[config.mk]
export PLATFORM = sky130hd
export DESIGN_NAME = selective_repeat_receive_window
export DESIGN_NICKNAME = d
export VERILOG_FILES = /design/src/rtl/srrw_pkg.sv /design/src/rtl/srrw_ctrl.sv /design/src/rtl/srrw_datapath.sv /design/src/rtl/selective_repeat_receive_window.sv
export SDC_FILE = /design/constraint.sdc
export NUM_CORES = 1
export LEC_CHECK = 0
export BUFFER_PORTS_ARGS = -buffer_cell sky130_fd_sc_hd__buf_2
export CELL_PAD_IN_SITES_DETAIL_PLACEMENT = 1
export CELL_PAD_IN_SITES_GLOBAL_PLACEMENT = 2
export CORE_MARGIN = 2
export CORE_UTILIZATION = 38
export CTS_BUF_LIST = sky130_fd_sc_hd__clkbuf_16
export CTS_CLUSTER_SIZE = 24
export DETAILED_ROUTE_END_ITERATION = 7
export PLACE_DENSITY_LB_ADDON = 0.05
export SETUP_SLACK_MARGIN = 0.15
export SLEW_MARGIN = 20
export SYNTH_ARGS = -nofsm -noshare
export SYNTH_HDL_FRONTEND = slang
export SYNTH_HIERARCHICAL = 1
export SYNTH_SLANG_ARGS = --single-unit
[constraint.sdc]
create_clock -name clk -period 10.3 [get_ports clk]
set_input_delay 2.06 -clock clk [delete_from_list [all_inputs] [get_ports clk]]
set_output_delay 2.06 -clock clk [all_outputs]
set_load 0.005 [all_outputs]
[src/rtl/srrw_pkg.sv]
// shared types and constants of the selective repeat receive window
package srrw_pkg;

	// field widths
	localparam int SEQ_W      = 16;
	localparam int LEN_W      = 11;
	localparam int WS_W       = 6;
	localparam int BF_W       = 17;
	localparam int NE_W       = 17;
	localparam int OFFS_W     = 26;
	localparam int FBYTES_W   = 27;
	localparam int CFG_IDX_W  = 2;
	localparam int CFG_DATA_W = 17;

	// framing constants
	localparam int SEQ_BITS         = 16;
	localparam int FRAME_DATA_BYTES = 1024;
	localparam int FDB_W            = 17;
	localparam int PROD_W           = SEQ_W + FDB_W;
	localparam int WINDOW_MAX_DEF   = 32;

	localparam logic [SEQ_W-1:0] SEQ_MASK = (SEQ_BITS >= SEQ_W) ? {SEQ_W{1'b1}} :
		SEQ_W'((64'd1 << SEQ_BITS) - 64'd1);

	// register indexes
	localparam logic [CFG_IDX_W-1:0] REG_WINDOW_SIZE   = 2'd0;
	localparam logic [CFG_IDX_W-1:0] REG_BUFFER_FRAMES = 2'd1;

	// register reset values
	localparam logic [WS_W-1:0] RST_WINDOW_SIZE   = 6'd8;
	localparam logic [BF_W-1:0] RST_BUFFER_FRAMES = 17'd16;

	// controller to datapath commands
	typedef struct packed {
		logic capture;
		logic apply;
	} srrw_cmd_t;

endpackage

[src/rtl/srrw_ctrl.sv]
// controller: frame handshake, apply sequencing and ack valid
module srrw_ctrl (
	input  logic              clk,
	input  logic              arst_n,
	input  logic              frame_valid,
	output logic              frame_stall,
	output logic              ack_valid,
	input  logic              ack_stall,
	output srrw_pkg::srrw_cmd_t cmd
);

	typedef enum logic {
		ST_IDLE,
		ST_APPLY
	} state_t;

	state_t state_q;
	logic   ack_valid_q;
	logic   accept;
	logic   out_free;

	assign frame_stall = (state_q != ST_IDLE);
	assign accept      = frame_valid && !frame_stall;
	assign out_free    = !ack_valid_q || !ack_stall;

	assign cmd.capture = accept;
	assign cmd.apply   = (state_q == ST_APPLY) && out_free;
	assign ack_valid   = ack_valid_q;

	always_ff @(posedge clk or negedge arst_n) begin
		if (!arst_n) begin
			state_q     <= ST_IDLE;
			ack_valid_q <= 1'b0;
		end else begin
			case (state_q)
				ST_IDLE: begin
					if (accept) begin
						state_q <= ST_APPLY;
					end
				end
				ST_APPLY: begin
					if (out_free) begin
						state_q <= ST_IDLE;
					end
				end
				default: begin
					state_q <= ST_IDLE;
				end
			endcase
			if (cmd.apply) begin
				ack_valid_q <= 1'b1;
			end else if (!ack_stall) begin
				ack_valid_q <= 1'b0;
			end
		end
	end

	a_accept_busy: assert property (@(posedge clk) disable iff (!arst_n)
		accept |=> (state_q == ST_APPLY) && frame_stall)
		else $error("no apply phase after frame accept");

	a_apply_valid: assert property (@(posedge clk) disable iff (!arst_n)
		cmd.apply |=> ack_valid_q)
		else $error("ack not presented after apply");

	a_apply_leaves: assert property (@(posedge clk) disable iff (!arst_n)
		((state_q == ST_APPLY) && !ack_valid_q) |=> (state_q == ST_IDLE))
		else $error("apply stuck with free output register");

endmodule

[src/rtl/srrw_datapath.sv]
// datapath: window state, slide count, mask shift and ack registers
module srrw_datapath #(
	parameter int WINDOW_MAX = srrw_pkg::WINDOW_MAX_DEF
) (
	input  logic                            clk,
	input  logic                            arst_n,
	input  srrw_pkg::srrw_cmd_t             cmd,
	input  logic                            cfg_we,
	input  logic [srrw_pkg::CFG_IDX_W-1:0]  cfg_index,
	input  logic [srrw_pkg::CFG_DATA_W-1:0] cfg_data,
	input  logic [srrw_pkg::SEQ_W-1:0]      seq_number,
	input  logic                            frame_bad,
	input  logic                            end_flag,
	input  logic [srrw_pkg::LEN_W-1:0]      payload_length,
	output logic [srrw_pkg::SEQ_W-1:0]      ack_seq,
	output logic                            ack_bad,
	output logic                            store_payload,
	output logic [srrw_pkg::OFFS_W-1:0]     store_offset,
	output logic                            buffer_done,
	output logic                            transfer_done,
	output logic [srrw_pkg::FBYTES_W-1:0]   final_bytes
);

	localparam int CNT_W = $clog2(WINDOW_MAX + 1);
	localparam int WCW   = (CNT_W > srrw_pkg::WS_W) ? CNT_W : srrw_pkg::WS_W;
	localparam int IDX_W = (WINDOW_MAX > 1) ? $clog2(WINDOW_MAX) : 1;
	localparam int SUM_W = srrw_pkg::NE_W + 1;

	// configuration and window state
	logic [srrw_pkg::WS_W-1:0] window_size_q;
	logic [srrw_pkg::BF_W-1:0] buffer_frames_q;
	logic [srrw_pkg::NE_W-1:0] ne_q;
	logic [WINDOW_MAX-1:0]     mask_q;
	logic [srrw_pkg::NE_W-1:0] limit_q;
	logic                      end_seen_q;
	logic                      finished_q;

	// captured frame
	logic [srrw_pkg::SEQ_W-1:0]  seq_s1;
	logic                        bad_s1;
	logic                        end_s1;
	logic [srrw_pkg::LEN_W-1:0]  len_s1;
	logic [srrw_pkg::PROD_W-1:0] prod_s1;
	logic                        in_win_s1;
	logic                        hit_s1;
	logic                        later_s1;
	logic [IDX_W-1:0]            idx_s1;
	logic [CNT_W-1:0]            shift_s1;

	// ack registers
	logic [srrw_pkg::SEQ_W-1:0]    ack_seq_q;
	logic                          ack_bad_q;
	logic                          store_q;
	logic [srrw_pkg::OFFS_W-1:0]   offset_q;
	logic                          bdone_q;
	logic                          tdone_q;
	logic [srrw_pkg::FBYTES_W-1:0] fbytes_q;

	// capture side
	logic [srrw_pkg::SEQ_W-1:0] seq_m;
	logic [WCW-1:0]             ws_ext;
	logic [WCW-1:0]             weff;
	logic [SUM_W-1:0]           win_end;
	logic [WINDOW_MAX:0]        run_v;
	logic [WINDOW_MAX:0]        first_zero;
	logic [CNT_W-1:0]           shift_c;
	logic [srrw_pkg::NE_W-1:0]  seq_diff;

	assign seq_m   = seq_number & srrw_pkg::SEQ_MASK;
	assign ws_ext  = WCW'(window_size_q);
	assign win_end = SUM_W'(ne_q) + SUM_W'(weff);
	assign seq_diff = srrw_pkg::NE_W'(seq_m) - ne_q;

	always_comb begin
		if (window_size_q == '0) begin
			weff = WCW'(1);
		end else if (ws_ext > WCW'(WINDOW_MAX)) begin
			weff = WCW'(WINDOW_MAX);
		end else begin
			weff = ws_ext;
		end
	end

	// run of arrived frames right after next_expected: first zero via add carry
	always_comb begin
		run_v             = '0;
		run_v[0]          = 1'b1;
		for (int i = 1; i < WINDOW_MAX; i++) begin
			run_v[i] = mask_q[i] && (WCW'(i) < weff);
		end
		first_zero = ~run_v & (run_v + 1'b1);
		shift_c    = '0;
		for (int i = 0; i <= WINDOW_MAX; i++) begin
			shift_c = shift_c | (first_zero[i] ? CNT_W'(i) : CNT_W'(0));
		end
	end

	always_ff @(posedge clk) begin
		if (cmd.capture) begin
			seq_s1    <= seq_m;
			bad_s1    <= frame_bad;
			end_s1    <= end_flag;
			len_s1    <= payload_length;
			prod_s1   <= srrw_pkg::PROD_W'(seq_m) *
				srrw_pkg::PROD_W'(srrw_pkg::FRAME_DATA_BYTES);
			in_win_s1 <= SUM_W'(seq_m) < win_end;
			hit_s1    <= srrw_pkg::NE_W'(seq_m) == ne_q;
			later_s1  <= srrw_pkg::NE_W'(seq_m) > ne_q;
			idx_s1    <= IDX_W'(seq_diff);
			shift_s1  <= shift_c;
		end
	end

	// apply side
	logic                          in_ok;
	logic                          later_new;
	logic                          store_c;
	logic                          end_hit;
	logic                          end_seen_c;
	logic                          bdone_c;
	logic                          tdone_c;
	logic [WINDOW_MAX-1:0]         mask_c;
	logic [srrw_pkg::NE_W-1:0]     ne_c;
	logic [srrw_pkg::NE_W-1:0]     limit_c;
	logic [srrw_pkg::FBYTES_W-1:0] fbytes_c;
	logic [srrw_pkg::OFFS_W-1:0]   offset_c;

	assign in_ok      = !finished_q && in_win_s1 && !bad_s1;
	assign later_new  = in_ok && later_s1 && !mask_q[idx_s1];
	assign store_c    = in_ok && (hit_s1 || later_new);
	assign end_hit    = in_ok && end_s1;
	assign end_seen_c = end_seen_q || end_hit;
	assign ne_c       = (in_ok && hit_s1) ? ne_q + srrw_pkg::NE_W'(shift_s1) : ne_q;
	assign limit_c    = end_hit ? srrw_pkg::NE_W'(seq_s1) + srrw_pkg::NE_W'(1) : limit_q;
	assign bdone_c    = !finished_q && (ne_c >= limit_c);
	assign tdone_c    = bdone_c && end_seen_c;
	assign offset_c   = store_c ? srrw_pkg::OFFS_W'(prod_s1) : '0;
	assign fbytes_c   = end_hit ?
		srrw_pkg::FBYTES_W'(prod_s1 + srrw_pkg::PROD_W'(len_s1)) : '0;

	always_comb begin
		mask_c = mask_q;
		if (in_ok && hit_s1) begin
			mask_c = mask_q >> shift_s1;
		end else if (later_new) begin
			mask_c[idx_s1] = 1'b1;
		end
	end

	always_ff @(posedge clk or negedge arst_n) begin
		if (!arst_n) begin
			window_size_q   <= srrw_pkg::RST_WINDOW_SIZE;
			buffer_frames_q <= srrw_pkg::RST_BUFFER_FRAMES;
			ne_q            <= '0;
			mask_q          <= '0;
			limit_q         <= srrw_pkg::NE_W'(srrw_pkg::RST_BUFFER_FRAMES);
			end_seen_q      <= 1'b0;
			finished_q      <= 1'b0;
		end else begin
			if (cmd.apply) begin
				end_seen_q <= end_seen_c;
				if (tdone_c) begin
					finished_q <= 1'b1;
				end
				if (bdone_c && !end_seen_c) begin
					ne_q    <= '0;
					mask_q  <= '0;
					limit_q <= srrw_pkg::NE_W'(buffer_frames_q);
				end else begin
					ne_q    <= ne_c;
					mask_q  <= mask_c;
					limit_q <= limit_c;
				end
			end
			if (cfg_we) begin
				case (cfg_index)
					srrw_pkg::REG_WINDOW_SIZE: begin
						window_size_q <= cfg_data[srrw_pkg::WS_W-1:0];
					end
					srrw_pkg::REG_BUFFER_FRAMES: begin
						buffer_frames_q <= cfg_data[srrw_pkg::BF_W-1:0];
						if (!end_seen_q) begin
							limit_q <= srrw_pkg::NE_W'(cfg_data[srrw_pkg::BF_W-1:0]);
						end
					end
					default: begin
					end
				endcase
			end
		end
	end

	always_ff @(posedge clk) begin
		if (cmd.apply) begin
			ack_seq_q <= seq_s1;
			ack_bad_q <= bad_s1;
			store_q   <= store_c;
			offset_q  <= offset_c;
			bdone_q   <= bdone_c;
			tdone_q   <= tdone_c;
			fbytes_q  <= fbytes_c;
		end
	end

	assign ack_seq       = ack_seq_q;
	assign ack_bad       = ack_bad_q;
	assign store_payload = store_q;
	assign store_offset  = offset_q;
	assign buffer_done   = bdone_q;
	assign transfer_done = tdone_q;
	assign final_bytes   = fbytes_q;

	a_no_store_no_offset: assert property (@(posedge clk) disable iff (!arst_n)
		(cmd.apply && !store_c) |=> (store_offset == '0))
		else $error("offset reported without store");

	a_new_buffer: assert property (@(posedge clk) disable iff (!arst_n)
		(cmd.apply && bdone_c && !end_seen_c) |=> ((ne_q == '0) && (mask_q == '0)))
		else $error("window not restarted on buffer completion");

	a_finished_sticks: assert property (@(posedge clk) disable iff (!arst_n)
		finished_q |=> finished_q)
		else $error("finished flag dropped");

	a_done_finishes: assert property (@(posedge clk) disable iff (!arst_n)
		(cmd.apply && tdone_c) |=> (finished_q && transfer_done && buffer_done))
		else $error("transfer done without finish");

endmodule

[src/rtl/selective_repeat_receive_window.sv]
// top level of the selective repeat receive window
//
// frame channel: one parsed frame header per word (seq_number, frame_bad,
// end_flag, payload_length), taken when frame_valid is high and frame_stall low
// ack channel: one ack word per frame (ack_seq, ack_bad, store_payload,
// store_offset, buffer_done, transfer_done, final_bytes), taken when ack_valid
// is high and ack_stall low
// config port: cfg_we with cfg_index 0 writes window_size, 1 writes
// buffer_frames; other indexes are dropped; write only while no frame is open
// latency: the ack word is valid one cycle after the frame edge, so it can be
// taken at the second edge after the frame edge at the earliest
// throughput: one frame every 2 cycles; the slide count over the arrival mask
// is taken on the accept edge and the mask shift plus window update on the next
// frame_stall is high for the one update cycle, and stays high while the ack
// register still holds an untaken word at that point
// ack_stall only holds the ack register; one frame can be accepted while an ack
// waits
// reset: window empty, next expected frame 0, window_size 8, buffer_frames 16,
// no ack pending
module selective_repeat_receive_window #(
	parameter int WINDOW_MAX = srrw_pkg::WINDOW_MAX_DEF
) (
	input  logic                            clk,
	input  logic                            arst_n,
	// config
	input  logic                            cfg_we,
	input  logic [srrw_pkg::CFG_IDX_W-1:0]  cfg_index,
	input  logic [srrw_pkg::CFG_DATA_W-1:0] cfg_data,
	// frame channel
	input  logic                            frame_valid,
	output logic                            frame_stall,
	input  logic [srrw_pkg::SEQ_W-1:0]      seq_number,
	input  logic                            frame_bad,
	input  logic                            end_flag,
	input  logic [srrw_pkg::LEN_W-1:0]      payload_length,
	// ack channel
	output logic                            ack_valid,
	input  logic                            ack_stall,
	output logic [srrw_pkg::SEQ_W-1:0]      ack_seq,
	output logic                            ack_bad,
	output logic                            store_payload,
	output logic [srrw_pkg::OFFS_W-1:0]     store_offset,
	output logic                            buffer_done,
	output logic                            transfer_done,
	output logic [srrw_pkg::FBYTES_W-1:0]   final_bytes
);

	// capture / apply strobes from the controller
	srrw_pkg::srrw_cmd_t cmd;

	srrw_ctrl u_ctrl (
		.clk         (clk),
		.arst_n      (arst_n),
		.frame_valid (frame_valid),
		.frame_stall (frame_stall),
		.ack_valid   (ack_valid),
		.ack_stall   (ack_stall),
		.cmd         (cmd)
	);

	// window state, slide logic and ack word registers
	srrw_datapath #(
		.WINDOW_MAX (WINDOW_MAX)
	) u_datapath (
		.clk            (clk),
		.arst_n         (arst_n),
		.cmd            (cmd),
		.cfg_we         (cfg_we),
		.cfg_index      (cfg_index),
		.cfg_data       (cfg_data),
		.seq_number     (seq_number),
		.frame_bad      (frame_bad),
		.end_flag       (end_flag),
		.payload_length (payload_length),
		.ack_seq        (ack_seq),
		.ack_bad        (ack_bad),
		.store_payload  (store_payload),
		.store_offset   (store_offset),
		.buffer_done    (buffer_done),
		.transfer_done  (transfer_done),
		.final_bytes    (final_bytes)
	);

endmodule
==> results of run 1 <==
-- routing by layer --
| layer | up-vias | part of all wire | GRT usage |
|---|---|---|---|
| met4 | 0 | 0.040 | 0.105 |
| met5 | - | 0 | 0 |
| met2 | 331 | 0.49 | 0.441 |
| met1 | 5815 | 0.43 | 0.331 |
| met3 | 103 | 0.039 | 0.0350 |
| li1 | 5330 | - | - |
-- stage by stage --
step | hold WS (ns) | power [mW] | worst slack (ns) | area [um2] | instances
after global routing | 0.524 | 3.41 | 4.26 | 15200 | 1924
after CTS | 0.510 | 3.22 | 4.40 | 15200 | 1924
final | 0.509 | 3.21 | 4.67 | 15200 | 1924
after detailed placement | 0.490 | 2.50 | 4.43 | 14600 | 1892
after floorplan | 0.421 | 2.06 | 2.35 | 13800 | 1403
after global placement | 0.483 | 2.48 | 4.68 | 14600 | 1892
-- sequential cells by signal, indices dropped and copies added, names as in the netlist, 5 cells and up --
register                    cells
u_datapath/mask_q              32
u_datapath/limit_q             17
u_datapath/idx_s1               5
u_datapath/final_bytes         27
u_datapath/seq_s1              16
u_datapath/window_size_q        6
u_datapath/store_offset        16
u_datapath/len_s1              11
u_datapath/ack_seq             16
u_datapath/shift_s1             6
u_datapath/buffer_frames_q     17
u_datapath/ne_q                17
-- cells in the mapped netlist, types with 27 or more instances --
cell and count:
a21oi_1 98, a22o_1 27, and2_1 39, clkbuf_1 57, dfrtp_1 90, edfxtp_1 106
ha_1 63, inv_1 40, mux2_2 45, mux2i_1 38, nand2_1 110, nand3_1 43
nor2_1 91, nor3_1 27, o21ai_0 84, xnor2_1 34
-- worst min-delay path by stage --
stage / start / endpoint / slack (ns) / depth (start not counted)
global route: u_datapath/len_s1[5] / u_datapath/final_bytes[5] / 0.52 / 1
global placement: u_datapath/bad_s1 / u_datapath/ack_bad / 0.48 / 0
finish: u_datapath/buffer_frames_q[7] / u_datapath/buffer_frames_q[7] / 0.51 / 1
CTS: u_datapath/buffer_frames_q[6] / u_datapath/buffer_frames_q[6] / 0.51 / 1
detailed placement: u_datapath/buffer_frames_q[6] / u_datapath/buffer_frames_q[6] / 0.49 / 1
floorplan: u_datapath/seq_s1[5] / u_datapath/ack_seq[5] / 0.42 / 0
-- logic make-up (layout without fill, tap and decap cells) --
logic type	Yosys count	count (layout)	synth area share
AO/OA/AOI/OAI	408	408	0.202
AND/OR/NAND/NOR	418	418	0.160
XOR/XNOR	56	56	0.0357
adder cells (fa/ha/maj)	66	66	0.0617
other	1	10	0.000273
buffers and inverters	147	207	0.0486
multiplexers	99	99	0.0907
flip-flops	199	199	0.401
-- final cells by class --
| class | count | area share |
|---|---|---|
| Sequential cell | 199 | 0.362 |
| Timing Repair Buffer | 134 | 0.0470 |
| Clock inverter | 15 | 0.0126 |
| Multi-Input combinational cell | 1057 | 0.502 |
| Inverter | 41 | 0.0101 |
| Tap cell | 461 | 0.0379 |
| Clock buffer | 17 | 0.0280 |
-- layout by cell type (no fill, tap or decap), types with 43 or more instances in the layout --
cell type / Yosys / final
a21oi_1: 98 / 98
nor2_1: 91 / 91
ha_1: 63 / 63
dfrtp_1: 90 / 90
o21ai_0: 84 / 84
buf_2: 20 / 116
nand2_1: 110 / 110
nand3_1: 43 / 43
edfxtp_1: 106 / 106
mux2_2: 45 / 45
-- where the power goes --
group	internal, mW	total [mW]	leakage, nW	switching, mW
registers	1.02	1.32	2.20	0.295
logic	0.497	1.18	3.60	0.683
clock network	0.334	0.708	0.299	0.374
==> impl_metrics.yaml, run 1 <==
final_layout:
  fin_nets: 1569
  diodes: 0
  multi_input_area_um2: 7630
  drive_gt1_frac: 0.183
  syn_to_final_growth_pct: 10.6
  seqCellArea_um2: 5510
  fillers: 4029
  final_core_util: 0.428
floorplanning:
  core_area_um2: 35600
  io_pins: 128
  rows: 69
  die_h_um: 194
  die_area_um2: 37700
  initial_core_util: 0.387
  fp.dieW_um: 194
synth:
  synth_top_area_frac: 0.231
  synth_edf_count: 106
  syn_area_per_cell_um2: 9.87
  yosysSeqAreaShare: 0.401
  syn-cell-area_um2: 13800
  syn-instance-count: 1394
  synth_area_leaders: "edfxtp_1 23%, dfrtp_1 16%, ha_1 5.7%"
  synth-async-reset-ratio: 0.467
  ys.flop_type: "edfxtp_1"
  yosys.area.top_type: "edfxtp_1"
  synth_seq_cells: 199
  yosysWarnings: 6
  ys_types: 101
routing:
  routed_wirelength_mm: 48.7
  route.detailed.drc: 0
  firstDrtPassIters: 5
  initialDrtViolationCount: 759
  routed_via_density: 6.02
  wl_per_cell_um: 25.3
  ant_nets: 0
  via_count: 11579
setup_path:
  crit_type: "flop to flop"
  ff2ff_path_depth: 17
  timing.rr.start: "u_datapath/shift_s1[0]"
  rrSetupSlack_ns: 4.67
  cpMostUsedCell: "a21oi_1"
  r2r-end: "u_datapath/mask_q[18]"
  critPathLaunch: "u_datapath/shift_s1[0]"
  max_stage_delay_ns: 0.75
  crit_buf_inv: 1
  crit_slowest_cell: "o21ai_4"
  cp_top_family: "compound AO/OA/AOI/OAI gates"
  cp.depth: 17
  cp-start-kind: "flop"
  arrival_ns: 6.02
  endpoint: "u_datapath/mask_q[18]"
  critPathMaxFanout: 39
  cp-end-kind: "flop"
  cp.required_ns: 10.70
  path_cells: "buf_4 > ha_1 > fa_1 > a21oi_1 > o21bai_1 > a21oi_1 > o21ai_1 > nand3_1 > xnor2_1 > ha_1 > a21oi_1 > o22ai_1 > a2111oi_2 > a21bo_2 > nand2_2 > o21ai_4 > a22o_1"
sta:
  drv_slew: 0
  hold_viol: 0
  fin_tns_setup_ns: 0
  setup_viol: 0
  finClkSkew_ns: 0.0161
  min_period_ns: 5.63
  fmax_mhz: 178
  worst_pin_slew_ns: 1.14
  rsz0062_at_grt: "false"
  fin_crit_sh: 0.546
  maxSlewHeadroom: 0.237
clocking:
  cts_root_buffer: "clkbuf_16"
  cts_post_setup_buffers_inserted: 0
  cts_buffers: 17
  clk_latency_ns: 0.47
  cts_resized: 0
  clk_path_buf_depth: 2
  clock-sinks: 199
  ctsHoldBuffers: 0
  clk_pin_slew_ns: 0.09
  cts_tree: "yes"
  cts_max_level: 4
power_and_ir_drop:
  power.density_nw_per_um2: 211
  ir_drop_uv: 138
  power_leakage_nw: 6.10
placement:
  portBuffers: 117
  place_hpwl_mm: 36.1
  globalplace.congestion: 0.891
global_route:
  antenna_found_initial: 1
  gr-total-overflow: 0
  grt_max_degree: 73
  grt_pass1_vias: 12038
  grt_pass1_wl_mm: 74.6
  grt_usage: 0.259
job:
  max_cap_viol_count: 0
run_status:
  status: "complete, no violations"
hold_path:
  hold_path_class: "flop to flop"
Note: power is estimated with default switching activity, not from simulation.
==> run 2, diff against run 1 <==
Settings changed: CORE_UTILIZATION 38 to 35.
Clock period 10.3 ns to 4.7 ns, I/O delays scaled along.
==> run 2 against run 1 <==
Effect of this change: combinational power up 130%; cell area increased by 2.0%; worst setup slack worse by 4.2 ns; sequential share of layout area is 0.72 points lower; non-clock buffer count up 27; routed wire length increased by 5.0%; die area increased by 8.4%; global-route usage decreased by 0.57 points.
==> impl_metrics.yaml, run 2 (synthesized netlist as in run 1, its figures left out) <==
setup_path:
  cp-end-kind: "flop"
  cp-start-kind: "flop"
  arrival_ns: 4.63
  crit_type: "flop to flop"
  cp.required_ns: 5.07
  critPathMaxFanout: 14
final_layout:
  stdcell_area_um2: 15500
  layout_common_cells: "116 x buf_2, 110 x nand2_1, 106 x edfxtp_1"
  final_core_util: 0.401
  syn_to_final_growth_pct: 12.8
  drive_gt1_frac: 0.201
  largest_register: "u_datapath/mask_q"
  largest_reg_flops: 32
  fillers: 4399
  fin_nets: 1596
  final_common_cell: "buf_2"
  diodes: 0
  fin_cells: 2008
placement:
  dp_slack_ns: 0.190
  portBuffers: 117
  place_hpwl_mm: 38.1
  dp_cells: 1976
  dpl-instance-area_um2: 14900
  globalplace.congestion: 0.870
routing:
  ant_nets: 0
  wl_per_cell_um: 25.4
  routed_via_density: 5.85
  firstDrtPassIters: 5
  routed_wirelength_mm: 51.1
  route.detailed.drc: 0
  via_count: 11751
  initialDrtViolationCount: 700
run_status:
  status: "complete, no violations"
floorplanning:
  io_pins: 128
  core_area_um2: 38700
  fp.dieW_um: 202
  die_h_um: 202
  die_area_um2: 40900
  initial_core_util: 0.355
  rows: 72
global_route:
  gr-total-overflow: 0
  grt_max_degree: 60
  grt_pass1_vias: 12231
  antenna_found_initial: 2
  grt_usage: 0.253
  grt_pass1_wl_mm: 77.3
sta:
  hold_viol: 0
  finClkSkew_ns: 0.0151
  fin_ws_ns: 0.440
  maxSlewHeadroom: 0.294
  fin_crit_sh: 0.906
  whs_ns: 0.450
  drv_slew: 0
  setup_viol: 0
  fmax_mhz: 235
  rsz0062_at_grt: "true"
  fin_tns_setup_ns: 0
  min_period_ns: 4.26
  worst_pin_slew_ns: 1.05
clocking:
  clk_latency_ns: 0.49
  clock-sinks: 199
  cts_root_buffer: "clkbuf_16"
  cts_buffers: 17
  cts_tree: "yes"
  cts_max_level: 4
  clk_path_buf_depth: 2
  clk_pin_slew_ns: 0.08
  cts_post_setup_buffers_inserted: 0
hold_path:
  hold_path_class: "primary input to asynchronous set/reset pin"
job:
  max_cap_viol_count: 0
power_and_ir_drop:
  finalPower_mw: 7.08
  power.density_nw_per_um2: 456
  power_leakage_nw: 6.26
  ir_drop_uv: 269
==> run 2: changes by cell type in the layout (fill, tap and decap cells not counted), moves of 3 or more <==
cell / delta
inv_8: -3
clkinv_2: +3
clkinv_8: -5
buf_4: +26
a21oi_2: +3
a21oi_1: -3
inv_1: +3
==> run 2: final timing paths <==
path | start | endpoint | slack (ns) | cells after the start
max | u_datapath/ne_q[0] | u_datapath/limit_q[11] | 0.44 | 16
min | arst_n | u_datapath/ne_q[7] | 0.45 | 1
max reg2reg | u_datapath/ne_q[0] | u_datapath/limit_q[11] | 0.44 | 16
min reg2reg | u_datapath/buffer_frames_q[14] | u_datapath/buffer_frames_q[14] | 0.51 | 1
max in group asynchronous | arst_n | u_datapath/window_size_q[3] | 3.28 | 2
min in group clk | u_datapath/buffer_frames_q[14] | u_datapath/buffer_frames_q[14] | 0.51 | 1
==> run 2: power breakdown <==
part | switching (mW) | leakage [nW] | internal, mW
logic | 1.61 | 3.76 | 1.14
clock network | 0.705 | 0.296 | 0.807
registers | 0.571 | 2.20 | 2.25
total | 2.89 | 6.26 | 4.19
==> run 2: critical path, stage by stage, from the launching register on <==
cell,delay (ns)
dfrtp_1,0.43
ha_1,0.25
fa_1,0.40
a21oi_1,0.16
o21bai_1,0.13
a21oi_2,0.21
o21ai_4,0.12
and3_1,0.23
xor2_1,0.16
ha_1,0.32
nand4_1,0.15
nor4b_2,0.39
a21bo_2,0.33
nand2_2,0.25
buf_4,0.29
o211ai_1,0.11
a22o_1,0.22
==> run 2: per-layer routing <==
metal / vias up / GRT usage / share of wire
li1: 5382 / - / -
met1: 5972 / 0.314 / 0.42
met2: 294 / 0.432 / 0.50
met3: 101 / 0.0427 / 0.035
met4: 2 / 0.112 / 0.042
met5: - / 0 / 0.00025
==> run 2: what timing repair did <==
item	in CTS	in global routing
endpoints found under the setup margin	0	60
hold buffers	0	0
gates resized for setup	0	13
==> run 2: cell type report <==
type,count,area [um2],share of cell area
clock buffers,18,450,0.0290
repair buffers,161,922,0.0594
inverters,41,154,0.00992
flip-flops and latches,199,5510,0.355
clock inverters,14,131,0.00847
multi-input cells,1057,7700,0.496
well taps,518,648,0.0418
